### config.mk
export PLATFORM = sky130hd
export DESIGN_NAME = humidity_temp_frame_decoder_top
export DESIGN_NICKNAME = d
export VERILOG_FILES = /design/src/rtl/htfd_pkg.sv /design/src/rtl/htfd_frame.sv /design/src/rtl/htfd_conv.sv /design/src/rtl/humidity_temp_frame_decoder_top.sv
export SDC_FILE = /design/constraint.sdc
export NUM_CORES = 1
export LEC_CHECK = 0
export ABC_AREA = 1
export BUFFER_PORTS_ARGS = -buffer_cell sky130_fd_sc_hd__buf_4
export CAP_MARGIN = 20
export CORE_ASPECT_RATIO = 0.6
export CORE_UTILIZATION = 55
export DETAILED_ROUTE_END_ITERATION = 7
export HOLD_SLACK_MARGIN = 0.06
export PLACE_DENSITY = 0.73
export RECOVER_POWER = 25
export SYNTH_ARGS = -nofsm -noshare
export SYNTH_HDL_FRONTEND = slang
export SYNTH_SLANG_ARGS = --single-unit
### constraint.sdc
create_clock -name clk -period 7.9 [get_ports clk]
set_clock_uncertainty 0.05 [all_clocks]
set_input_delay 0.395 -clock clk [delete_from_list [all_inputs] [get_ports clk]]
set_output_delay 0.395 -clock clk [all_outputs]
set_load 0.02 [all_outputs]
### src/rtl/htfd_pkg.sv
package htfd_pkg;

  localparam int WORD_BYTES = 2;
  localparam int FRAME_LEN  = 2 * (WORD_BYTES + 1);
  localparam int POS_W      = $clog2(FRAME_LEN);
  localparam int IDX_W      = $clog2(WORD_BYTES + 1);

  localparam logic [POS_W-1:0] LAST_POS = POS_W'(FRAME_LEN - 1);
  localparam logic [IDX_W-1:0] CRC_IDX  = IDX_W'(WORD_BYTES);

  localparam logic [7:0] CRC_POLY = 8'h31;
  localparam logic [7:0] CRC_INIT = 8'hFF;
  localparam logic [7:0] CRC_MSB  = 8'h80;

  localparam logic [14:0] TEMP_SCALE  = 15'd17500;
  localparam logic [13:0] HUMID_SCALE = 14'd10000;
  localparam logic [12:0] TEMP_OFFSET = 13'd4500;

  localparam int OUT_TDATA_W = 64;
  localparam int OUT_TUSER_W = 3;

  typedef struct packed {
    logic [15:0] raw_temp;
    logic [15:0] raw_humid;
    logic        temp_ok;
    logic        humid_ok;
    logic        frame_ok;
  } htfd_res_t;

  function automatic logic [7:0] crc8_byte(input logic [7:0] crc, input logic [7:0] b);
    logic [7:0] c;
    c = crc ^ b;
    for (int k = 0; k < 8; k++) begin
      if ((c & CRC_MSB) != 8'h00) begin
        c = (c << 1) ^ CRC_POLY;
      end else begin
        c = c << 1;
      end
    end
    return c;
  endfunction

endpackage

### src/rtl/htfd_frame.sv
module htfd_frame (
  input  logic                clk,
  input  logic                rst_n,
  input  logic                in_valid,
  output logic                in_ready,
  input  logic [7:0]          in_byte,
  input  logic                in_start,
  output logic                res_valid,
  input  logic                res_ready,
  output htfd_pkg::htfd_res_t res
);

  logic [htfd_pkg::POS_W-1:0] pos_r, pos_nxt, pos_cur;
  logic [htfd_pkg::IDX_W-1:0] idx_r, idx_nxt, idx_cur;
  logic [7:0]  crc_r, crc_nxt, crc_base;
  logic [7:0]  hi_r, hi_nxt, hi_base;
  logic [7:0]  lo_r, lo_nxt, lo_base;
  logic [15:0] pend_word_r, pend_word_nxt;
  logic        pend_ok_r, pend_ok_nxt;
  logic [15:0] st_temp_r, st_temp_nxt;
  logic [15:0] st_humid_r, st_humid_nxt;
  logic        res_v_r, res_v_nxt;
  htfd_pkg::htfd_res_t res_r, res_nxt;
  logic        acc, is_last, crc_good, both_ok;

  assign in_ready  = !res_v_r || res_ready;
  assign acc       = in_valid && in_ready;
  assign res_valid = res_v_r;
  assign res       = res_r;

  always_comb begin
    pos_cur  = in_start ? '0 : pos_r;
    idx_cur  = in_start ? '0 : idx_r;
    crc_base = (idx_cur == '0) ? htfd_pkg::CRC_INIT : crc_r;
    hi_base  = (idx_cur == '0) ? 8'h00 : hi_r;
    lo_base  = (idx_cur == '0) ? 8'h00 : lo_r;
    is_last  = (pos_cur == htfd_pkg::LAST_POS);
    crc_good = (crc_base == in_byte);
    both_ok  = pend_ok_r && crc_good;

    pos_nxt       = is_last ? '0 : pos_cur + 1'b1;
    idx_nxt       = (idx_cur == htfd_pkg::CRC_IDX) ? '0 : idx_cur + 1'b1;
    crc_nxt       = crc_base;
    hi_nxt        = hi_base;
    lo_nxt        = lo_base;
    pend_word_nxt = pend_word_r;
    pend_ok_nxt   = pend_ok_r;
    st_temp_nxt   = st_temp_r;
    st_humid_nxt  = st_humid_r;
    res_nxt       = res_r;

    if (idx_cur != htfd_pkg::CRC_IDX) begin
      crc_nxt = htfd_pkg::crc8_byte(crc_base, in_byte);
      hi_nxt  = lo_base;
      lo_nxt  = in_byte;
    end else if (!is_last) begin
      pend_word_nxt = {hi_base, lo_base};
      pend_ok_nxt   = crc_good;
    end else begin
      if (both_ok) begin
        st_temp_nxt  = pend_word_r;
        st_humid_nxt = {hi_base, lo_base};
      end
      res_nxt.raw_temp  = both_ok ? pend_word_r : st_temp_r;
      res_nxt.raw_humid = both_ok ? {hi_base, lo_base} : st_humid_r;
      res_nxt.temp_ok   = pend_ok_r;
      res_nxt.humid_ok  = crc_good;
      res_nxt.frame_ok  = both_ok;
    end

    if (acc) begin
      res_v_nxt = is_last && (idx_cur == htfd_pkg::CRC_IDX);
    end else if (res_ready) begin
      res_v_nxt = 1'b0;
    end else begin
      res_v_nxt = res_v_r;
    end
  end

  always_ff @(posedge clk) begin
    if (!rst_n) begin
      pos_r       <= '0;
      idx_r       <= '0;
      crc_r       <= htfd_pkg::CRC_INIT;
      hi_r        <= 8'h00;
      lo_r        <= 8'h00;
      pend_word_r <= 16'h0000;
      pend_ok_r   <= 1'b0;
      st_temp_r   <= 16'h0000;
      st_humid_r  <= 16'h0000;
      res_v_r     <= 1'b0;
    end else begin
      res_v_r <= res_v_nxt;
      if (acc) begin
        pos_r       <= pos_nxt;
        idx_r       <= idx_nxt;
        crc_r       <= crc_nxt;
        hi_r        <= hi_nxt;
        lo_r        <= lo_nxt;
        pend_word_r <= pend_word_nxt;
        pend_ok_r   <= pend_ok_nxt;
        st_temp_r   <= st_temp_nxt;
        st_humid_r  <= st_humid_nxt;
      end
    end
  end

  always_ff @(posedge clk) begin
    if (acc) begin
      res_r <= res_nxt;
    end
  end

  a_pos_range: assert property (@(posedge clk) disable iff (!rst_n)
    pos_r <= htfd_pkg::LAST_POS)
    else $error("frame position out of range");

  a_idx_range: assert property (@(posedge clk) disable iff (!rst_n)
    idx_r <= htfd_pkg::CRC_IDX)
    else $error("word byte index out of range");

  a_result_on_last: assert property (@(posedge clk) disable iff (!rst_n)
    acc |=> (res_v_r == $past(is_last)))
    else $error("result valid does not follow last byte of frame");

  a_frame_ok: assert property (@(posedge clk) disable iff (!rst_n)
    res_v_r |-> (res_r.frame_ok == (res_r.temp_ok && res_r.humid_ok)))
    else $error("frame flag disagrees with CRC flags");

endmodule

### src/rtl/htfd_conv.sv
module htfd_conv (
  input  logic                                  clk,
  input  logic                                  rst_n,
  input  logic                                  in_valid,
  output logic                                  in_ready,
  input  htfd_pkg::htfd_res_t                   in_res,
  output logic                                  out_valid,
  input  logic                                  out_ready,
  output logic [htfd_pkg::OUT_TDATA_W-1:0]      out_data,
  output logic [htfd_pkg::OUT_TUSER_W-1:0]      out_user
);

  logic [30:0] temp_prod;
  logic [29:0] humid_prod;
  logic [16:0] temp_diff;
  logic        acc;
  logic        out_v_r;
  logic [htfd_pkg::OUT_TDATA_W-1:0] data_r, data_nxt;
  logic [htfd_pkg::OUT_TUSER_W-1:0] user_r, user_nxt;

  assign in_ready  = !out_v_r || out_ready;
  assign acc       = in_valid && in_ready;
  assign out_valid = out_v_r;
  assign out_data  = data_r;
  assign out_user  = user_r;

  always_comb begin
    temp_prod  = 31'(in_res.raw_temp) * 31'(htfd_pkg::TEMP_SCALE);
    humid_prod = 30'(in_res.raw_humid) * 30'(htfd_pkg::HUMID_SCALE);
    temp_diff  = {2'b00, temp_prod[30:16]} - {4'b0000, htfd_pkg::TEMP_OFFSET};
    data_nxt   = {3'b000, in_res.raw_humid, in_res.raw_temp,
                  humid_prod[29:16], temp_diff[14:0]};
    user_nxt   = {in_res.frame_ok, in_res.humid_ok, in_res.temp_ok};
  end

  always_ff @(posedge clk) begin
    if (!rst_n) begin
      out_v_r <= 1'b0;
    end else if (in_ready) begin
      out_v_r <= in_valid;
    end
  end

  always_ff @(posedge clk) begin
    if (acc) begin
      data_r <= data_nxt;
      user_r <= user_nxt;
    end
  end

endmodule

### src/rtl/humidity_temp_frame_decoder_top.sv
// Sensor frame decoder: checks and converts one temperature/humidity frame.
// Input stream: one frame byte per transaction, MSB, LSB, CRC for the
// temperature word then the same for the humidity word. in_tuser high marks
// the first byte of a frame and restarts framing there.
// Output stream: one transaction per complete frame, carrying the CRC flags,
// the raw words held from the last good frame and their conversions to
// hundredths of a degree and hundredths of a percent.
// Path: input register, frame check register, conversion register.
// Throughput: one byte per cycle while in_tready is high; the CRC update is
// an unrolled byte step.
// Reset (rst_n low, synchronous) clears framing and the held words to zero,
// loads the running CRC with 0xFF and empties all stages.
// When the receiver stalls, the result waits in the output register; bytes
// keep flowing until a second finished result waits in the frame check
// register, and then in_tready drops until the output is taken.
module humidity_temp_frame_decoder_top (
  input  logic                                  clk,
  input  logic                                  rst_n,
  input  logic                                  in_tvalid,
  output logic                                  in_tready,
  input  logic [7:0]                            in_tdata,  // [7:0] rx_byte
  input  logic                                  in_tuser,  // [0] frame_start
  output logic                                  out_tvalid,
  input  logic                                  out_tready,
  // [14:0] temp_centideg, [28:15] humid_centipct, [44:29] raw_temp_word,
  // [60:45] raw_humid_word, [63:61] zero
  output logic [htfd_pkg::OUT_TDATA_W-1:0]      out_tdata,
  // [0] temp_crc_good, [1] humid_crc_good, [2] frame_good
  output logic [htfd_pkg::OUT_TUSER_W-1:0]      out_tuser
);

  logic                in_v_r;
  logic [7:0]          in_byte_r;
  logic                in_start_r;
  logic                frm_ready;
  logic                frm_valid;
  logic                conv_ready;
  htfd_pkg::htfd_res_t frm_res;

  assign in_tready = !in_v_r || frm_ready;

  always_ff @(posedge clk) begin
    if (!rst_n) begin
      in_v_r <= 1'b0;
    end else if (in_tready) begin
      in_v_r <= in_tvalid;
    end
  end

  always_ff @(posedge clk) begin
    if (in_tvalid && in_tready) begin
      in_byte_r  <= in_tdata;
      in_start_r <= in_tuser;
    end
  end

  htfd_frame u_frame (
    .clk       (clk),
    .rst_n     (rst_n),
    .in_valid  (in_v_r),
    .in_ready  (frm_ready),
    .in_byte   (in_byte_r),
    .in_start  (in_start_r),
    .res_valid (frm_valid),
    .res_ready (conv_ready),
    .res       (frm_res)
  );

  htfd_conv u_conv (
    .clk       (clk),
    .rst_n     (rst_n),
    .in_valid  (frm_valid),
    .in_ready  (conv_ready),
    .in_res    (frm_res),
    .out_valid (out_tvalid),
    .out_ready (out_tready),
    .out_data  (out_tdata),
    .out_user  (out_tuser)
  );

endmodule

## Yosys cells after proc, flatten, opt, wreduce, memory -nomap -nowiden

Index checks and enable logic that the tools add are counted.

- Bits in latches: 0
- Register bits after elaboration: 189
- Memory bits (writable): 0
- Input port bits: 13
- Bits in read-only memories: 0
- Logic and storage cells: 85
- Memories: 0

- Equality and inequality tests: 4
- Add/subtract/negate cells: 3
- Mux-type cells: 29
- Bitwise operators: 11
- Reductions and logical operators: 15
- Shift-type cells: 0
- Order comparisons: 0
- Divide/modulo/power cells: 0
- Multipliers: 2

Operators by type and width:

| operator | number |
|---|---|
| $mux 8 | 13 |
| $mux 6 | 8 |
| $mux 16 | 2 |
| $mul 16x13->29 const B | 1 |
| $mul 16x10->26 const B | 1 |
| $not 3->3 | 8 |
| $sub 15x13->15 const B | 1 |
| $eq 8x8->1 | 1 |
| $xor 8x8->8 | 1 |
| $mux 3 | 2 |
| $reduce_and 3->1 | 2 |
| $logic_and 1x1->1 | 5 |
| $mux 2 | 2 |
| $add 3x1->3 const B | 1 |
| $eq 3x3->1 const B | 1 |
| $logic_not 1->1 | 3 |
| $logic_or 1x1->1 | 3 |
| $add 2x1->2 const B | 1 |
| $eq 2x2->1 const B | 1 |
| $logic_not 2->1 | 1 |
| $mux 1 | 2 |
| $ne 2x2->1 const B | 1 |
| $not 1->1 | 2 |
| $reduce_bool 2->1 | 1 |

## Logic depth before layout (Yosys ltp)

- Depth after elaboration: 28
- Gate-level depth with buffers: 28

## Modules after synthesis

A second synthesis with hierarchy kept.

- Cell total of the unflattened synthesis: 1,665
- Area, all modules: 14,083.5 µm²

By module, submodules not included:

| module | instances | cells an instance | area each (µm²) |
|---|---|---|---|
| htfd_conv | 1 | 973 | 8,519.4 |
| htfd_frame | 1 | 676 | 5,242.5 |
| humidity_temp_frame_decoder_top | 1 | 16 | 321.6 |

## Worst setup path after synthesis

Ideal clock, no wire load.

- Path type: flip-flop to flip-flop
- From: reg u_frame.res_r (netlist bit u_frame.res[31])
- To: reg u_conv.data_r (netlist bit u_conv.out_data[12]), data pin
- Library setup time: 0.252 ns
- Path slack: 3.116 ns
- Buffers on the path: 0
- Cell stages (with the launch flop): 27
- Arrival time: 4.482 ns
- Cell sequence: edfxtp_1 -> ha_1 -> inv_1 -> fa_1 -> inv_1 -> ha_1 -> fa_1 -> inv_1 -> fa_1 -> inv_1 -> ha_1 -> nand2_1 -> inv_1 -> a21oi_1 -> nand2_1 -> inv_1 -> nand2_1 -> nand2_1 -> and2_1 -> ha_1 -> inv_1 -> nand2_1 -> nand2_1 -> o21ai_0 -> nand2_1 -> nand2_1 -> nand2_1

- Longest elaborated chain between the ends: 2

Ends and longest elaborated chain:

| what | RTL line | RTL |
|---|---|---|
| from (decl) | htfd_frame.sv:23 | `htfd_pkg::htfd_res_t res_r, res_nxt;` |
| from (signal assigned) | htfd_frame.sv:110 | `res_r <= res_nxt;` |
| $mul 16x13->29 | htfd_conv.sv:28 | `temp_prod = 31'(in_res.raw_temp) * 31'(htfd_pkg::TEMP_SCALE);` |
| $sub 15x13->15 | htfd_conv.sv:30 | `temp_diff = {2'b00, temp_prod[30:16]} - {4'b0000, htfd_pkg::TEMP_OFFSET};` |
| net u_conv.temp_diff[12] | htfd_conv.sv:15 | `logic [16:0] temp_diff;` |
| to (signal assigned) | htfd_conv.sv:46 | `data_r <= data_nxt;` |
| to (decl) | htfd_conv.sv:18 | `logic [htfd_pkg::OUT_TDATA_W-1:0] data_r, data_nxt;` |

The timed path passes the listed nets, and every way through them passes these cells.
A chain may end at the register's enable or synchronous reset.

## Worst setup path after layout

- From: reg u_frame.res_r (netlist bit u_frame.res[31])
- To: reg u_conv.data_r (netlist bit u_conv.out_data[10]), data pin

Same word-level chain as after synthesis.

==> results.sh <==
export IMPL_max_cap_viol_count=1
export IMPL_ys_seq_elements=189
export IMPL_p_leak_nw=7.34
export IMPL_dieArea_um2=25400
export IMPL_drv_slew=57
export IMPL_slew_headroom=-0.767
export IMPL_clk_pin_slew_worst_paths_ps=80
export IMPL_gp_congestion=0.983
export IMPL_max_freq_mhz=188
export IMPL_clk_latency_ps=460
export IMPL_rsz0062_at_grt="false"
export IMPL_min_to="u_frame.crc_r[4]"
export IMPL_critPathLaunchType="register"
export IMPL_hold_slack_ps=170
export IMPL_finalSetupViolCount=0
export IMPL_post_cts_resize_count=0
export IMPL_hp_start="rst_n"
export IMPL_fin_crit_ps=5330
export IMPL_synthFlopType="edfxtp_1"
export IMPL_avgSynthCellArea_um2=8.79
export IMPL_synth_edff_count=108
export IMPL_num_vias=10000
export IMPL_cts_tree="done"
export IMPL_cts_setup_buffers=0
export IMPL_nFillCells=2067
export IMPL_syn_inst=1548
export IMPL_grt_overflow=0
export IMPL_cts_sinks=189
export IMPL_htree_levels=4
export IMPL_fin_setup_tns_ps=0
export IMPL_power_density_nw_per_um2=132
export IMPL_cp_required_ps=8060
export IMPL_hp_class="input pin to register"
export IMPL_crit_reg2reg_launch="u_frame.res[31]"
export IMPL_grt_pass1_vias=9100
export IMPL_port_buffers=78
export IMPL_yosysWarnings=0
export IMPL_num_rows=44
export IMPL_synth_seq_area_share=0.357
export IMPL_antenna_found_initial=0
export IMPL_dp_hpwl_um=22800
export IMPL_ff2ff_path_depth=26
export IMPL_grt_max_degree=66
export IMPL_vias_per_cell=5.09
export IMPL_criticalPathCategory="register to register"
export IMPL_drcViolationCount=0
export IMPL_r2r_end="u_conv.out_data[10]"
export IMPL_core_region_area_um2=24200
export IMPL_cts_root_buf="clkbuf_16"
export IMPL_post_route_util=0.621
export IMPL_ios=82
export IMPL_ant_nets=0
export IMPL_final_hold_viol_count=0
export IMPL_num_antenna_cells=0
export IMPL_violations="max-capacitance violations, max-slew violations"
export IMPL_status="finished with violations"
export IMPL_track_usage=0.244
export IMPL_end_kind="register"
export IMPL_initialDrtViolationCount=841
export IMPL_stdcell_count=1966
export IMPL_wl_per_cell_um=15.1
export IMPL_synth_cell_types=44
export IMPL_peakVddDrop_v=0.000145
export IMPL_die_x_um=205
export IMPL_tightest_slew_ps=2650
export IMPL_async_flop_share=0
export IMPL_clk_path_buf_depth=2
export IMPL_path_max_fanout=7
export IMPL_initial_core_util=0.562
export IMPL_nets=1886
export IMPL_firstDrtPassIters=6
export IMPL_numCtsBuffers=17
export IMPL_area_growth_pct=10.5
export IMPL_grt_pass1_wl_um=47300
export IMPL_syn_area_um2=13600
export IMPL_routed_wl_um=29700
export IMPL_cp_arrival_ps=5490
export IMPL_hold_depth=2
export IMPL_die_h_um=124
export IMPL_reg2reg_slack_ps=2570
export IMPL_fin_crit_sh=0.675
export IMPL_post_route_cells_drive_above_1_share=0.0779
export IMPL_placedCellCount=1924
==> cell type report <==
class	count	area [µm²]	area share
Multi-Input combinational cell	963	7210	0.480
Sequential cell	189	4860	0.324
Inverter	367	1380	0.0916
Timing Repair Buffer	93	576	0.0383
Clock buffer	19	453	0.0301
Tap cell	322	403	0.0268
Clock inverter	13	148	0.00982
==> through the flow <==
| step | setup slack, ps | power (mW) | cell area [µm²] |
|---|---|---|---|
| after floorplan | 3120 | 1.12 | 13600 |
| after global placement | 2780 | 1.14 | 14500 |
| after detailed placement | 2630 | 1.14 | 14500 |
| after CTS | 2600 | 2.00 | 15200 |
| after global routing | 2130 | 2.05 | 15000 |
| final | 2570 | 1.99 | 15000 |
==> critical path, stage by stage (launching register included) <==
cell      delay (ps)
edfxtp_1         540
ha_1             350
inv_1             50
fa_1             510
inv_1             50
ha_1             300
fa_1             480
inv_1             50
fa_1             520
inv_1             40
ha_1             350
nand2_1          140
inv_1             50
a21oi_1          140
nand2_1           80
inv_1             70
nand2_1           70
nand2_1           80
and2_1           140
ha_1             140
inv_1             50
nand2_1           60
nand2_1          140
o21ai_0          420
nand2_1           90
nand2_1           70
nand2_1           60
==> cells by family after synthesis <==
| group | count (synthesis) | share of synthesized area |
|---|---|---|
| XOR/XNOR | 43 | 0.0310 |
| flip-flops | 189 | 0.357 |
| other | 1 | 0.000276 |
| buffers and inverters | 398 | 0.114 |
| AND/OR/NAND/NOR | 456 | 0.139 |
| adder cells (fa/ha/maj) | 242 | 0.266 |
| AO/OA/AOI/OAI | 219 | 0.0921 |
==> how the worst max path moves through the flow <==
stage | startpoint | endpoint | slack, ps
after floorplan | u_frame.res[31] | u_conv.out_data[12] | 3120
after global placement | u_frame.res[32] | u_conv.out_data[10] | 2780
after detailed placement | u_frame.res[31] | u_conv.out_data[10] | 2630
after CTS | u_frame.res[31] | u_conv.out_data[10] | 2600
after global routing | u_frame.res[31] | u_conv.out_data[10] | 2130
final | u_frame.res[31] | u_conv.out_data[10] | 2570
==> Yosys cell counts, types with 2 or more instances <==
library cell	instances	area, µm²
inv_2	4	15.0
buf_6	5	56.3
buf_1	3	11.3
xnor2_1	13	114
nand3b_1	3	22.5
nand4_1	14	87.6
nor2_1	90	338
xnor2_4	2	55.1
nand3_1	33	165
o21ai_2	29	254
clkbuf_1	18	67.6
edfxtp_1	108	3240
and3_1	3	18.8
xor2_1	27	236
dfxtp_1	81	1620
fa_1	78	1560
nand2_1	283	1060
or2_4	2	17.5
o21bai_1	6	45.0
nor3_1	6	30.0
buf_4	4	30.0
a211oi_1	11	82.6
ha_1	164	2050
o21ai_0	36	180
nand2_2	13	81.3
inv_1	362	1360
o21ai_1	32	160
a21oi_1	102	510
==> metal layers <==
layer | global-route usage | up-vias | routed length (µm)
met5 | 0 | - | 0
met4 | 0.0532 | 0 | 233
met3 | 0.0683 | 21 | 2450
met2 | 0.313 | 275 | 11100
met1 | 0.392 | 4651 | 15900
li1 | - | 5056 | -
==> report_power, final <==
part / total [mW] / switching [mW] / internal (mW)
Sequential: 1.05 / 0.00844 / 1.04
Clock: 0.867 / 0.427 / 0.440
Combinational: 0.0737 / 0.0452 / 0.0284
==> timing repair <==
| action | 4_1_cts | 5_1_grt |
|---|---|---|
| hold buffers | 9 | 0 |
| setup endpoints to repair | 0 | 0 |
| hold endpoints to repair | 9 | 0 |
==> flip-flops by register name (all words and copies together), names as in the netlist, 2 cells and up <==
name and count:
u_frame.hi_r 8, u_conv.out_user 3, u_frame.st_humid_r 16, u_frame.lo_r 8
u_frame.pend_word_r 16, in_byte_r 8, u_conv.out_data 61, u_frame.st_temp_r 16
u_frame.pos_r 3, u_frame.crc_r 8, u_frame.res 35, u_frame.idx_r 2
==> placed cells by master (no fill, tap or decap), drive strengths merged, types with 33 or more instances in the layout <==
cell	n
edfxtp	108
nand2	297
dfxtp	81
inv	372
nor2	92
ha	164
clkbuf	72
fa	78
o21ai	97
a21oi	102
nand3	33
Power figures use the tool's default switching activity.
